File: config.mk
export PLATFORM = sky130hd
export DESIGN_NAME = static_list_insert_search_remove_unit
export DESIGN_NICKNAME = d
export VERILOG_FILES = /design/src/rtl/slisr_pkg.sv /design/src/rtl/static_list_insert_search_remove_unit.sv /design/src/rtl/slisr_cell.sv
export SDC_FILE = /design/constraint.sdc
export NUM_CORES = 1
export LEC_CHECK = 0
export BUFFER_PORTS_ARGS = -buffer_cell sky130_fd_sc_hd__buf_2
export CAP_MARGIN = 5
export CORE_MARGIN = 3
export CORE_UTILIZATION = 65
export DETAILED_ROUTE_END_ITERATION = 8
export HOLD_SLACK_MARGIN = 0.15
export PLACE_DENSITY = 0.79
export SYNTH_ARGS = -nofsm -noshare
export SYNTH_HDL_FRONTEND = slang
export SYNTH_SLANG_ARGS = --single-unit
File: constraint.sdc
create_clock -name i_clk -period 7.32 [get_ports i_clk]
set_clock_uncertainty 0.15 [all_clocks]
set_input_delay 0.366 -clock i_clk [delete_from_list [all_inputs] [get_ports i_clk]]
set_output_delay 0.366 -clock i_clk [all_outputs]
set_load 0.03 [all_outputs]
File: src/rtl/slisr_pkg.sv
// shared constants and types for the static list insert/search/remove unit
package slisr_pkg;

    localparam int CAPACITY = 8;
    localparam int DATA_W   = 32;
    localparam int MODE_W   = 2;
    localparam int IDX_W    = 3;
    localparam int CNT_W    = 4;

    localparam logic [MODE_W-1:0] MODE_INSERT = 2'd0;
    localparam logic [MODE_W-1:0] MODE_SEARCH = 2'd1;
    localparam logic [MODE_W-1:0] MODE_REMOVE = 2'd2;

    typedef struct packed {
        logic valid;
        logic load;
        logic remove;
    } t_cell_ctrl;

endpackage

File: src/rtl/static_list_insert_search_remove_unit.sv
// top level: row of list cells, request control and result register
// the result of an accepted request is registered into the output register on the next clock edge
// one request per cycle unless the output stalls; cells compare and shift in parallel
// the output register frees in the cycle its result is taken, so requests keep flowing
// reset (i_rst_n low, synchronous) empties the list and drops any pending result
// entries hold no reset; slots at or beyond the count are never compared
module static_list_insert_search_remove_unit
    import slisr_pkg::*;
(
    input  logic              i_clk,
    input  logic              i_rst_n,
    input  logic              s_axis_tvalid,
    output logic              s_axis_tready,
    input  logic [DATA_W-1:0] s_axis_tdata,   // value[31:0]
    input  logic [MODE_W-1:0] s_axis_tuser,   // mode[1:0]
    output logic              m_axis_tvalid,
    input  logic              m_axis_tready,
    output logic [7:0]        m_axis_tdata,   // found_index[2:0], count[6:3], full_res[7]
    output logic              m_axis_tuser    // ok[0]
);

    logic [CNT_W-1:0]  r_count;
    logic [CNT_W-1:0]  n_count;
    logic              r_out_valid;
    logic              r_ok;
    logic [IDX_W-1:0]  r_idx;
    logic [CNT_W-1:0]  r_res_count;
    logic              r_full;

    logic              w_accept;
    logic              w_found;
    logic              w_ok;
    logic              w_ins_ok;
    logic              w_rem_ok;
    logic [IDX_W-1:0]  w_pos;

    t_cell_ctrl        w_ctrl  [CAPACITY];
    logic [DATA_W-1:0] w_data  [CAPACITY];
    logic              w_hit   [CAPACITY];
    logic              w_first [CAPACITY];

    assign s_axis_tready = !r_out_valid || m_axis_tready;
    assign w_accept      = s_axis_tvalid && s_axis_tready;
    assign w_found       = w_hit[CAPACITY-1];

    genvar gi;
    generate
        for (gi = 0; gi < CAPACITY; gi++) begin : g_cell
            assign w_ctrl[gi].valid  = (CNT_W'(gi) < r_count);
            assign w_ctrl[gi].load   = w_ins_ok && (r_count == CNT_W'(gi));
            assign w_ctrl[gi].remove = w_rem_ok;

            slisr_cell u_cell (
                .i_clk       (i_clk),
                .i_ctrl      (w_ctrl[gi]),
                .i_value     (s_axis_tdata),
                .i_next_data ((gi == CAPACITY - 1) ? w_data[gi] : w_data[(gi + 1) % CAPACITY]),
                .i_hit_prev  ((gi == 0) ? 1'b0 : w_hit[(gi + CAPACITY - 1) % CAPACITY]),
                .o_data      (w_data[gi]),
                .o_hit       (w_hit[gi]),
                .o_first     (w_first[gi])
            );
        end
    endgenerate

    always_comb begin
        w_pos = '0;
        for (int i = 0; i < CAPACITY; i++) begin
            if (w_first[i]) begin
                w_pos = w_pos | IDX_W'(i);
            end
        end
    end

    always_comb begin
        w_ins_ok = 1'b0;
        w_rem_ok = 1'b0;
        w_ok     = 1'b0;
        n_count  = r_count;
        case (s_axis_tuser)
            MODE_INSERT: begin
                w_ins_ok = w_accept && (r_count < CNT_W'(CAPACITY));
                w_ok     = (r_count < CNT_W'(CAPACITY));
                if (w_ins_ok) begin
                    n_count = r_count + CNT_W'(1);
                end
            end
            MODE_SEARCH: begin
                w_ok = w_found;
            end
            MODE_REMOVE: begin
                w_rem_ok = w_accept && w_found;
                w_ok     = w_found;
                if (w_rem_ok) begin
                    n_count = r_count - CNT_W'(1);
                end
            end
            default: begin
                w_ok = 1'b0;
            end
        endcase
    end

    always_ff @(posedge i_clk) begin
        if (!i_rst_n) begin
            r_count     <= '0;
            r_out_valid <= 1'b0;
        end else begin
            r_count <= n_count;
            if (w_accept) begin
                r_out_valid <= 1'b1;
            end else if (m_axis_tready) begin
                r_out_valid <= 1'b0;
            end
        end
    end

    always_ff @(posedge i_clk) begin
        if (w_accept) begin
            r_ok        <= w_ok;
            r_idx       <= (w_ok && (s_axis_tuser != MODE_INSERT)) ? w_pos : '0;
            r_res_count <= n_count;
            r_full      <= (n_count == CNT_W'(CAPACITY));
        end
    end

    assign m_axis_tvalid = r_out_valid;
    assign m_axis_tdata  = {r_full, r_res_count, r_idx};
    assign m_axis_tuser  = r_ok;

endmodule

File: src/rtl/slisr_cell.sv
// one list slot: holds an entry, compares it and shifts from its right neighbor
module slisr_cell
    import slisr_pkg::*;
(
    input  logic              i_clk,
    input  t_cell_ctrl        i_ctrl,
    input  logic [DATA_W-1:0] i_value,
    input  logic [DATA_W-1:0] i_next_data,
    input  logic              i_hit_prev,
    output logic [DATA_W-1:0] o_data,
    output logic              o_hit,
    output logic              o_first
);

    logic [DATA_W-1:0] r_data;
    logic [DATA_W-1:0] n_data;
    logic              w_match;

    assign w_match = i_ctrl.valid && (r_data == i_value);
    assign o_hit   = i_hit_prev || w_match;
    assign o_first = w_match && !i_hit_prev;
    assign o_data  = r_data;

    always_comb begin
        n_data = r_data;
        if (i_ctrl.load) begin
            n_data = i_value;
        end else if (i_ctrl.remove && o_hit) begin
            n_data = i_next_data;
        end
    end

    always_ff @(posedge i_clk) begin
        r_data <= n_data;
    end

endmodule
Word-level counts from Yosys, hierarchy flattened
Index checks and enable logic that the tools add are counted.
{"block": "totals", "out_inout_bits": 11, "in_bits": 38, "reg_bits": 270, "word_cells": 134}
{"block": "op_classes", "eq_ne": 18, "add_sub_neg": 2, "n_lt_le_gt_ge": 9, "muxes": 29, "reduce_logical": 62}
{"op": "two-way mux 32 bit", "count": 14}
{"op": "== test 32 bit", "count": 8}
{"op": "logical AND 1 bit", "count": 34}
{"op": "nonzero test 2 bit", "count": 9}
{"op": "== test 4 x 3 -> 1 bit (second input constant)", "count": 4}
{"op": "less-than comparator 3 x 4 -> 1 bit (first input constant)", "count": 4}
{"op": "two-way mux 3 bit", "count": 4}
{"op": "== test 4 x 2 -> 1 bit (second input constant)", "count": 2}
{"op": "zero test 1 bit", "count": 8}
{"op": "logical OR 1 bit", "count": 8}
{"op": "less-than comparator 1 x 4 -> 1 bit (first input constant)", "count": 2}
{"op": "less-than comparator 2 x 4 -> 1 bit (first input constant)", "count": 2}
{"op": "two-way mux 4 bit", "count": 2}
{"op": "one-hot mux 4 bit (2 select lines)", "count": 1}
{"op": "two-way mux 1 bit", "count": 5}
{"op": "adder 4 x 1 -> 4 bit (second input constant)", "count": 1}
{"op": "== test 4 x 1 -> 1 bit (second input constant)", "count": 1}
{"op": "== test 4 bit (second input constant)", "count": 1}
{"op": "zero test 4 bit", "count": 1}
{"op": "less-than comparator 4 bit (second input constant)", "count": 1}
{"op": "two-way mux 2 bit", "count": 2}
{"op": "subtractor 4 x 1 -> 4 bit (second input constant)", "count": 1}
{"op": "== test 2 x 1 -> 1 bit (second input constant)", "count": 1}
{"op": "== test 2 bit (second input constant)", "count": 1}
{"op": "other kinds (3)", "count": 3}

Logic depth before layout (Yosys ltp)
Gate-level depths: netlist of run 1.
{"block": "logic_depth", "ltp_word": 14, "mapped_depth": 13, "mapped_depth_nobuf": 11}

Hierarchy
A second synthesis of run 1 with hierarchy kept.
{"block": "unflattened", "hier_cells": 1079, "hier_area_um2": 14856.7}
{"mod": "slisr_cell", "seq_area_each_um2": 960.9, "cells_each": 122, "area_per_inst_um2": 1735.4, "instances": 8}
{"mod": "static_list_insert_search_remove_unit", "seq_area_each_um2": 370.4, "cells_each": 103, "area_per_inst_um2": 973.4, "instances": 1}

Least setup slack after synthesis of run 1
Ideal clock, no wire load.
{"block": "synth_path", "path_kind": "input -> register", "from": "input port s_axis_tdata[27]", "to": "register g_cell[6].u_cell.r_data[0], enable pin", "path_buffers": 1, "path_slack_ps": 2561, "t_arrival_ps": 4143, "cell_stages": 9, "setup_time_ps": 466, "required_ps": 6704, "path_cell_list": "buf_4 -> xor2_1 -> nor4_2 -> nand2_1 -> or4_4 -> nand4_2 -> inv_1 -> and3_1 -> o21ai_0"}
{"block": "synth_between", "elab_chain_cells": 13, "elab_cells_between_ends": 27, "cone_classes": "eq/ne (8); mux (1); reduce/logical (18)"}
{"item": "from (decl)", "line_no": "static_list_insert_search_remove_unit.sv:14", "text": "input logic [DATA_W-1:0] s_axis_tdata,"}
{"item": "== test 32 bit", "line_no": "slisr_cell.sv:19", "text": "assign w_match = i_ctrl.valid && (r_data == i_value);"}
{"item": "logical AND 1 bit", "line_no": "slisr_cell.sv:19"}
{"item": "logical OR 1 bit (7 in series)", "line_no": "slisr_cell.sv:20", "text": "assign o_hit = i_hit_prev || w_match;"}
{"item": "logical AND 1 bit", "line_no": "static_list_insert_search_remove_unit.sv:92", "text": "w_rem_ok = w_accept && w_found;"}
{"item": "two-way mux 1 bit", "line_no": "static_list_insert_search_remove_unit.sv:80", "text": "case (s_axis_tuser)"}
{"item": "logical AND 1 bit *", "line_no": "slisr_cell.sv:28", "text": "end else if (i_ctrl.remove && o_hit) begin"}
{"item": "nonzero test 2 bit (no source line) *"}
{"item": "to (signal assigned)", "line_no": "slisr_cell.sv:34", "text": "r_data <= n_data;"}
{"item": "to (decl)", "line_no": "slisr_cell.sv:15", "text": "logic [DATA_W-1:0] r_data;"}
Every way passes the cells marked *; elsewhere a longest branch is shown, timed or not.
A chain may end at the register's enable or synchronous reset.

Worst setup path after layout of run 1
{"block": "layout_path", "from": "input port s_axis_tdata[6]", "to": "register r_full (data pin)"}
{"block": "layout_between", "elab_chain_cells": 13, "elab_cells_between_ends": 27, "cone_classes": "eq/ne (9); mux (2); reduce/logical (16)"}
{"item": "== test 32 bit", "line_no": "slisr_cell.sv:19"}
{"item": "logical AND 1 bit", "line_no": "slisr_cell.sv:19"}
{"item": "logical OR 1 bit (6 in series)", "line_no": "slisr_cell.sv:20"}
{"item": "logical OR 1 bit *", "line_no": "slisr_cell.sv:20"}
{"item": "logical AND 1 bit *", "line_no": "static_list_insert_search_remove_unit.sv:92"}
{"item": "two-way mux 4 bit *", "line_no": "static_list_insert_search_remove_unit.sv:94", "text": "if (w_rem_ok) begin"}
{"item": "one-hot mux 4 bit (2 select lines) *", "line_no": "static_list_insert_search_remove_unit.sv:80"}
{"item": "== test 4 bit *", "line_no": "static_list_insert_search_remove_unit.sv:123", "text": "r_full <= (n_count == CNT_W'(CAPACITY));"}
{"item": "to (signal assigned)", "line_no": "static_list_insert_search_remove_unit.sv:123"}
{"item": "to (decl)", "line_no": "static_list_insert_search_remove_unit.sv:28", "text": "logic r_full;"}
Marks and branches as above.

==> results of run 1 <==
==> cell type report <==
type / instances / area, µm² / area share [%]
clock buffer: 36 / 802 / 4.98
clock inverter: 18 / 206 / 1.28
inverter: 16 / 60.1 / 0.373
multi-input combinational: 682 / 5920 / 36.8
sequential: 270 / 8060 / 50.1
tap: 275 / 344 / 2.14
timing repair buffer: 97 / 701 / 4.35
==> how the worst min path moves through the flow <==
| stage | from | to | slack [ns] | cells past startpoint |
|---|---|---|---|---|
| 2_1_floorplan | s_axis_tdata[0] | g_cell[7].u_cell.o_data[0] | 0.31 | 0 |
| 3_5_place_dp | m_axis_tvalid | m_axis_tvalid | 0.38 | 2 |
| 5_1_grt | g_cell[7].u_cell.o_data[5] | g_cell[6].u_cell.o_data[5] | 0.45 | 2 |
| 3_3_place_gp | m_axis_tvalid | m_axis_tvalid | 0.37 | 2 |
| 6_report | g_cell[2].u_cell.o_data[21] | g_cell[1].u_cell.o_data[21] | 0.43 | 2 |
| 4_1_cts | g_cell[7].u_cell.o_data[5] | g_cell[6].u_cell.o_data[5] | 0.43 | 2 |
==> routing by layer <==
metal  up-vias  global-route usage [%]  wire, µm
li1       3938                       -         -
met3        73                    3.70      2290
met5         -                       0         0
met2       388                    48.3     16700
met4         0                    10.6      1510
met1      4202                    37.4     13500
==> kinds of logic after synthesis <==
kind of cell / count (synthesis) / share of synthesized area (%)
simple gates: 162 / 6.23
buf+inv: 106 / 3.43
compound gates: 52 / 2.29
xor+xnor: 252 / 15.3
mux: 208 / 16.2
fa+ha+maj: 8 / 0.694
flops: 270 / 55.8
==> layout by cell type (no fill, tap or decap), types with 2 or more instances in the layout <==
master	n
mux2_2	206
o21ai_4	2
nand3_1	10
clkbuf_16	29
dlygate4sd3_1	37
ha_1	8
nor3_1	8
nor4_2	3
clkbuf_1	2
buf_2	48
a311oi_1	3
a2111oi_0	2
a21oi_1	6
o21ai_2	3
nand2b_1	4
buf_4	12
dfxtp_1	5
bufinv_16	4
a211oi_1	2
nor4_1	35
nand2_1	39
xnor2_1	110
and2_1	3
a221oi_1	2
inv_1	15
nand4_1	30
clkinv_1	4
edfxtp_1	265
and3_1	3
and4_1	2
clkbuf_8	5
nor2_1	11
xor2_1	142
o21ai_0	22
clkinv_2	7
nor2b_1	5
mux2i_1	2
==> sequential cells by signal (all words and copies together), names as in the netlist <==
signal / count
r_idx: 3
g_cell.u_cell.o_data: 256
r_count: 4
r_full: 1
m_axis_tuser: 1
r_res_count: 4
m_axis_tvalid: 1
==> worst register-to-register path: cells and delay by family (launching register included) <==
kind | cells | cell delay, ns
XOR/XNOR | 1 | 0.19
AND/OR/NAND/NOR | 7 | 2.78
AO/OA/AOI/OAI | 1 | 0.34
flip-flops | 1 | 0.42
==> stage by stage <==
| step | setup WS (ns) | hold slack, ns | std cells | util (%) | power [mW] |
|---|---|---|---|---|---|
| 3_5_place_dp | 3.05 | 0.383 | 1303 | 68.7 | 1.93 |
| 6_report | 2.96 | 0.429 | 1394 | 75.1 | 3.45 |
| 4_1_cts | 3.13 | 0.427 | 1394 | 75.1 | 3.46 |
| 5_1_grt | 2.81 | 0.451 | 1394 | 75.1 | 3.53 |
| 2_1_floorplan | 2.56 | 0.315 | 1058 | - | 1.87 |
| 3_3_place_gp | 3.01 | 0.369 | 1303 | 68.7 | 1.93 |
==> power breakdown <==
| part | internal [mW] | switching (mW) | leakage [nW] |
|---|---|---|---|
| clock network | 0.919 | 0.617 | 0.500 |
| logic | 0.0790 | 0.142 | 2.56 |
| registers | 1.69 | 0.00475 | 2.44 |
| total | 2.69 | 0.764 | 5.49 |
==> impl_metrics.json, run 1 <==
{
  "drive_gt1_share_pct": 29.3,
  "clockRootBuffer": "clkbuf_16",
  "syn_nets": 1104,
  "timing.critical_path.buf_inv": 2,
  "post_cts_buffers": 0,
  "area_delta_synth_final_pct": 11.5,
  "yosysSeqAreaShare_pct": 55.8,
  "tns_ns": 0,
  "port-buffer-count": 48,
  "cts_resized": 0,
  "antenna_cells": 0,
  "drc": 0,
  "drtPass1Iterations": 5,
  "endpoint_kind": "flip-flop",
  "path_max_fanout": 16,
  "ys.flop_type": "edfxtp_1",
  "rsz0062_at_grt": "no",
  "critical_path.endpoint": "r_full",
  "core_area_um2": 21400,
  "start_kind": "input port",
  "synth_cell_types": 50,
  "cts.sinks": 270,
  "wl_mm": 34.0,
  "r2r_start": "g_cell[7].u_cell.o_data[6]",
  "h-tree-depth": 1,
  "vias_per_cell": 6.17,
  "wire_per_inst_um": 24.4,
  "critical_path.slowest_cell": "nor4_1",
  "final_max_slew_viol_count": 0,
  "yosys-top-cells-area": "edfxtp_1 (55%), mux2_2 (16%), xor2_1 (8.6%)",
  "setup_viol": 0,
  "path_cells": "dlygate4sd3_1, buf_2, xor2_1, nor4_1, nand3_1, nor3_1, nor2b_1, and3b_1, or2_0, o311a_1, and4_1",
  "final-hold-violation-count": 0,
  "r2r_slack_ns": 3.24,
  "clk-insertion-delay-late_ns": 0.58,
  "syn_area_um2": 14400,
  "arrival_ns": 4.54,
  "ant_nets": 0,
  "hold_class": "reg -> reg",
  "die_area_um2": 24000,
  "grtUsageTotal_pct": 28.3,
  "drt_iter0_drc": 787,
  "grt_pass1_wl_mm": 51.7,
  "powerDensity_nw_per_um2": 214,
  "crit_family": "simple AND/OR/NAND/NOR gates",
  "max_cap_viol_count": 0,
  "fp.dieH_um": 155,
  "synth_most_common_cell": "edfxtp_1",
  "grt_max_degree": 37,
  "start_util_pct": 67.4,
  "cp_num_cells": 11,
  "cts_hold_buf": 37,
  "clockBufferDepth": 3,
  "cts_tree": "yes",
  "yosys_warnings": 0,
  "ff2ff_path_depth": 9,
  "final_area_um2": 16100,
  "fp-row-count": 53,
  "cts_buffers": 29,
  "vias": 8601,
  "fmax_mhz": 229,
  "syn_avg_cell_area_um2": 13.6,
  "clkTransAtPathRegs_ns": 0.06,
  "yosys.area.top_type": "edfxtp_1",
  "antenna_found_initial": 0,
  "finalCritPeriodShare_pct": 59.5,
  "syn_inst": 1058,
  "layout.nets": 1142,
  "leakage_nw": 5.49,
  "setup.worst_path.start": "s_axis_tdata[6]",
  "ys_async_sr_fraction_pct": 0,
  "worst_pin_slew_ns": 1.01,
  "die_w_um": 155,
  "status": "completed",
  "fin_crit_ns": 4.36,
  "vdd_drop_max_uv": 213,
  "gp_congestion": 0.991,
  "synth_top_cells_by_count": "edfxtp_1 (265), mux2_2 (206), xor2_1 (142)",
  "placed_area_um2": 14700,
  "io_pins": 49,
  "nFillCells": 1304,
  "r2r-end": "r_full",
  "synth_edf_count": 265,
  "crit_required_ns": 7.50,
  "crit_type": "in -> reg",
  "grt.overflow.total": 0,
  "dp.final_hpwl_mm": 23.8,
  "ys_ff_latch": 270,
  "grt_pass1_vias": 8794,
  "slowest_delay_ns": 0.80,
  "yosys.area.top_type_share_pct": 55.2,
  "slew_headroom_pct": 32.5
}
(Power assumes the default switching activity.)
==> inputs of run 2 (changes only) <==
- CORE_UTILIZATION: 65 -> 63
- PLACE_DENSITY: 0.79 -> 0.77
- clock period: 7.32 -> 4.15 ns (I/O delays scaled with it)
==> run 2 against run 1 <==
Wire length decreased by 0.85%. Via count is 1.1% lower. Global-route usage down 0.50 points. Sequential power up 77%. Clock power grew 66%. Sequential share of layout area fell by 0.058 points. Largest cell class unchanged. Highest routed layer unchanged.
==> impl_metrics.json, run 2 (synthesis gave the netlist of run 1 again) <==
{
  "cts_resized": 0,
  "ff2ff_path_depth": 9,
  "hold_class": "in -> reg",
  "clkTransAtPathRegs_ns": 0.06,
  "max_cap_viol_count": 0,
  "drive_gt1_share_pct": 29.1,
  "antenna_cells": 0,
  "min_from": "m_axis_tready",
  "p_sw_share_pct": 22.0,
  "final_max_slew_viol_count": 0,
  "vdd_drop_max_uv": 385,
  "cts_buffers": 30,
  "setup.worst_path.start": "r_count[3]",
  "p_total_mw": 5.93,
  "hold_depth": 4,
  "gp_congestion": 0.916,
  "grtUsageTotal_pct": 27.8,
  "area_delta_synth_final_pct": 11.6,
  "grt_pass1_vias": 8773,
  "grt_pass1_wl_mm": 51.8,
  "grt.overflow.total": 0,
  "cts_hold_buf": 37,
  "io_pins": 49,
  "fin_crit_ns": 3.51,
  "antenna_found_initial": 0,
  "clk-insertion-delay-late_ns": 0.56,
  "rsz0062_at_grt": "no",
  "cts.sinks": 270,
  "fp.dieH_um": 157,
  "final_area_um2": 16100,
  "drtPass1Iterations": 5,
  "vias": 8506,
  "grt_max_degree": 37,
  "endpoint_kind": "flip-flop",
  "post_cts_buffers": 0,
  "arrival_ns": 3.66,
  "worst_slack_ns": 0.635,
  "pwr-share-comb_pct": 6.7,
  "drc": 0,
  "fmax_mhz": 285,
  "port-buffer-count": 48,
  "wire_per_inst_um": 23.9,
  "largest_reg_flops": 256,
  "ant_nets": 0,
  "seqPwrFrac_pct": 50.4,
  "final_cell_mix": "edfxtp_1 (265), mux2_2 (206), xor2_1 (142)",
  "r2r_start": "r_count[3]",
  "die_w_um": 157,
  "pre_cts_slack_ns": 0.704,
  "wl_mm": 33.7,
  "crit_type": "reg -> reg",
  "vias_per_cell": 6.04,
  "layout_commonest_cell": "edfxtp_1",
  "clockBufferDepth": 3,
  "setup_viol": 0,
  "fp-row-count": 54,
  "p_int_mw": 4.62,
  "final-hold-violation-count": 0,
  "cts_tree": "yes",
  "finalCoreUtilization_pct": 72.7,
  "finalCritPeriodShare_pct": 84.7,
  "clkPwrFrac_pct": 43.0,
  "tns_ns": 0,
  "crit_required_ns": 4.30,
  "clockRootBuffer": "clkbuf_16",
  "layout.nets": 1153,
  "placed_area_um2": 14800,
  "h-tree-depth": 1,
  "slew_headroom_pct": 52.6,
  "powerDensity_nw_per_um2": 368,
  "start_util_pct": 65.1,
  "worst_pin_slew_ns": 0.710,
  "status": "completed",
  "dp.final_hpwl_mm": 24.0,
  "start_kind": "flip-flop",
  "p_sw_mw": 1.30,
  "die_area_um2": 24800,
  "core_area_um2": 22200,
  "leakage_nw": 5.50,
  "drt_iter0_drc": 599,
  "path_max_fanout": 13
}
## run 2: changes by cell type in the layout (fill, tap and decap cells not counted), sizes merged
cell / before / now
buf: 60 / 70
bufinv: 4 / 3
clkbuf: 36 / 35
clkinv: 12 / 15
inv: 17 / 16
## run 2: final cells by class
| class | count | area (µm²) |
|---|---|---|
| flip-flops and latches | 270 | 8060 |
| fillers | 1477 | 6050 |
| multi-input cells | 682 | 5910 |
| repair buffers | 107 | 788 |
| clock buffers | 35 | 769 |
| well taps | 280 | 350 |
| clock inverters | 19 | 171 |
| inverters | 16 | 60.1 |
## run 2: metal layers
layer	global-route usage, %	part of all wire, %	vias to the layer above	routed length, µm
li1	-	-	3970	-
met1	37.6	42	4163	14200
met2	45.6	48	290	16200
met3	3.16	4.5	83	1520
met4	12.9	5.4	0	1820
met5	0	0	-	0
## run 2: worst max-delay path, cell delays in order, from the launching register on
cell,delay (ns)
dfxtp_1,0.68
nor2_1,0.30
a2111oi_0,0.46
and3_1,0.22
nand3_1,0.20
nand4_2,0.22
and3b_1,0.29
or2_0,0.25
o311a_1,0.32
and4_1,0.18
## run 2: metrics by stage
step,std cells,hold WS [ns]
3_5_place_dp,1318,0.321
3_3_place_gp,1318,0.316
5_1_grt,1409,0.341
2_1_floorplan,1058,0.156
6_report,1409,0.332
4_1_cts,1409,0.295
## run 2: worst paths after layout
| check | end | slack (ns) |
|---|---|---|
| max | r_full | 0.64 |
| min | r_idx[2] | 0.33 |
| max reg2reg | r_full | 0.64 |
| min reg2reg | g_cell[0].u_cell.o_data[7] | 0.43 |
## run 2: power groups by stage
stage,combinational (mW),clock (mW),sequential (mW)
floorplan,0.243,0,3.05
global route,0.421,2.69,2.99
finish,0.394,2.55,2.99
detailed placement,0.364,0,3.05
global placement,0.357,0,3.05
CTS,0.393,2.57,2.99
==> inputs of run 3 (changes only) <==
- clock period: 4.15 -> 3.4 ns (I/O delays scaled with it)
==> run 3 against run 2 <==
Total power grew 18%. Via count grew 1.7%. Count of clock-buffer cells in the layout shrank 3. Critical path depth grew 1. Fmax grew 10%. Worst setup slack lost 0.43 ns. Register-to-register slack lost 0.43 ns. Final area grew 1.7%. Sequential share of layout area shrank 0.84 points. Hold slack lost 0.052 ns. Critical endpoint unchanged.
==> impl_metrics.json, run 3 (synthesis gave the netlist of run 1 again) <==
{
  "grtUsageTotal_pct": 27.9,
  "antenna_cells": 0,
  "hold_slack_ns": 0.280,
  "crit_type": "reg -> reg",
  "placed_area_um2": 15200,
  "drt_iter0_drc": 704,
  "clk-insertion-delay-late_ns": 0.56,
  "core_area_um2": 22200,
  "nFillCells": 1450,
  "vias": 8652,
  "gp_congestion": 0.920,
  "endpoint_kind": "flip-flop",
  "ant_nets": 0,
  "die_area_um2": 24800,
  "final-hold-violation-count": 0,
  "cts_tree": "yes",
  "powerDensity_nw_per_um2": 426,
  "layout_commonest_cell": "edfxtp_1",
  "max_cap_viol_count": 0,
  "die_w_um": 157,
  "fin_crit_ns": 3.20,
  "fp-row-count": 54,
  "start_kind": "flip-flop",
  "arrival_ns": 3.35,
  "drtPass1Iterations": 5,
  "start_util_pct": 65.1,
  "setup_viol": 0,
  "port-buffer-count": 48,
  "io_pins": 49,
  "cts_buffers": 29,
  "h-tree-depth": 1,
  "timing.critical_path.buf_inv": 1,
  "dp_cells": 1356,
  "wire_per_inst_um": 23.3,
  "grt_max_degree": 37,
  "largest_reg_flops": 256,
  "grt.overflow.total": 0,
  "final_max_slew_viol_count": 0,
  "vias_per_cell": 5.98,
  "antenna_found_initial": 0,
  "rsz0062_at_grt": "no",
  "path_max_fanout": 7,
  "clkTransAtPathRegs_ns": 0.06,
  "clockRootBuffer": "clkbuf_16",
  "path_cells": "inv_1, ha_1, a2111oi_0, and3_1, nand3_2, nand4_2, and3b_1, or2_0, o311a_1, and4_1",
  "hold_class": "in -> reg",
  "wl_mm": 33.7,
  "leakage_nw": 5.67,
  "critical_path.slowest_cell": "dfxtp_1",
  "crit_required_ns": 3.55,
  "area_delta_synth_final_pct": 13.6,
  "final_cell_count_no_fill": 1446,
  "clockBufferDepth": 3,
  "drive_gt1_share_pct": 31.8,
  "final_area_um2": 16400,
  "slowest_delay_ns": 0.46,
  "fmax_mhz": 313,
  "worst_pin_slew_ns": 0.677,
  "layout.nets": 1190,
  "drc": 0,
  "grt_pass1_vias": 8900,
  "grt_pass1_wl_mm": 52.0,
  "dp.final_hpwl_mm": 24.3,
  "final_cell_mix": "edfxtp_1 (265), mux2_2 (206), xor2_1 (142)",
  "finalCritPeriodShare_pct": 94.0,
  "status": "completed",
  "slew_headroom_pct": 54.7,
  "crit_family": "simple AND/OR/NAND/NOR gates",
  "cts.sinks": 270,
  "fp.dieH_um": 157,
  "vdd_drop_max_uv": 495
}
[run 3: changes by cell type in the layout (fill, tap and decap cells not counted), sizes merged]
cell	before	now
buf	70	108
bufinv	3	0
clkbuf	35	32
clkinv	15	19
inv	16	17
[run 3: through the flow]
step	total power [mW]	setup TNS [ns]	setup WS, ns	util (%)
2_1_floorplan	4.03	-48.88	-0.385	-
3_3_place_gp	4.17	0	0.188	68.4
3_5_place_dp	4.18	0	0.138	68.4
4_1_cts	7.01	0	0.0992	73.9
5_1_grt	7.19	0	0.0766	73.9
6_report	6.98	0	0.205	73.9
[run 3: area by class of cell]
class | instances | area [µm²] | area share, %
inverters | 16 | 60.1 | 0.367
clock buffers | 32 | 737 | 4.50
multi-input cells | 682 | 5920 | 36.1
flip-flops and latches | 270 | 8060 | 49.2
well taps | 280 | 350 | 2.14
repair buffers | 145 | 1150 | 7.01
clock inverters | 21 | 113 | 0.687
[run 3: repair_timing]
| item | CTS | global route |
|---|---|---|
| hold endpoints to repair | 168 | 0 |
| gates resized for setup | 0 | 1 |
| buffers inserted | 0 | 0 |
| setup endpoints to repair | 0 | 3 |
| hold buffers | 37 | 0 |
[run 3: path summary, 6_finish.rpt]
kind | startpoint | endpoint | slack, ns | cells after the start
setup / recovery | r_count[1] | r_full | 0.20 | 10
hold / removal | i_rst_n | r_count[3] | 0.28 | 3
setup reg to reg | r_count[1] | r_full | 0.20 | 10
hold reg to reg | g_cell[5].u_cell.o_data[7] | g_cell[4].u_cell.o_data[7] | 0.43 | 2
[run 3: power by group]
| part | leakage, nW | internal (mW) | total, mW | switching [mW] |
|---|---|---|---|---|
| combinational | 2.81 | 0.194 | 0.502 | 0.308 |
| sequential | 2.44 | 3.64 | 3.65 | 0.00929 |
| clock | 0.426 | 1.56 | 2.83 | 1.27 |
| total | 5.67 | 5.39 | 6.98 | 1.59 |
[run 3: metal layers]
| metal | vias up | routed length [µm] | part of all wire [%] | global-route usage [%] |
|---|---|---|---|---|
| li1 | 4037 | - | - | - |
| met1 | 4271 | 14100 | 42 | 38.4 |
| met3 | 58 | 1770 | 5.3 | 3.16 |
| met2 | 286 | 16600 | 49 | 46.8 |
| met4 | 0 | 1230 | 3.6 | 9.34 |
| met5 | - | 0 | 0 | 0 |
[run 3: tightest hold or removal path, cell delays in order]
cell           delay, ns
dlygate4sd3_1       0.52
buf_2               0.14
and2_1              0.12
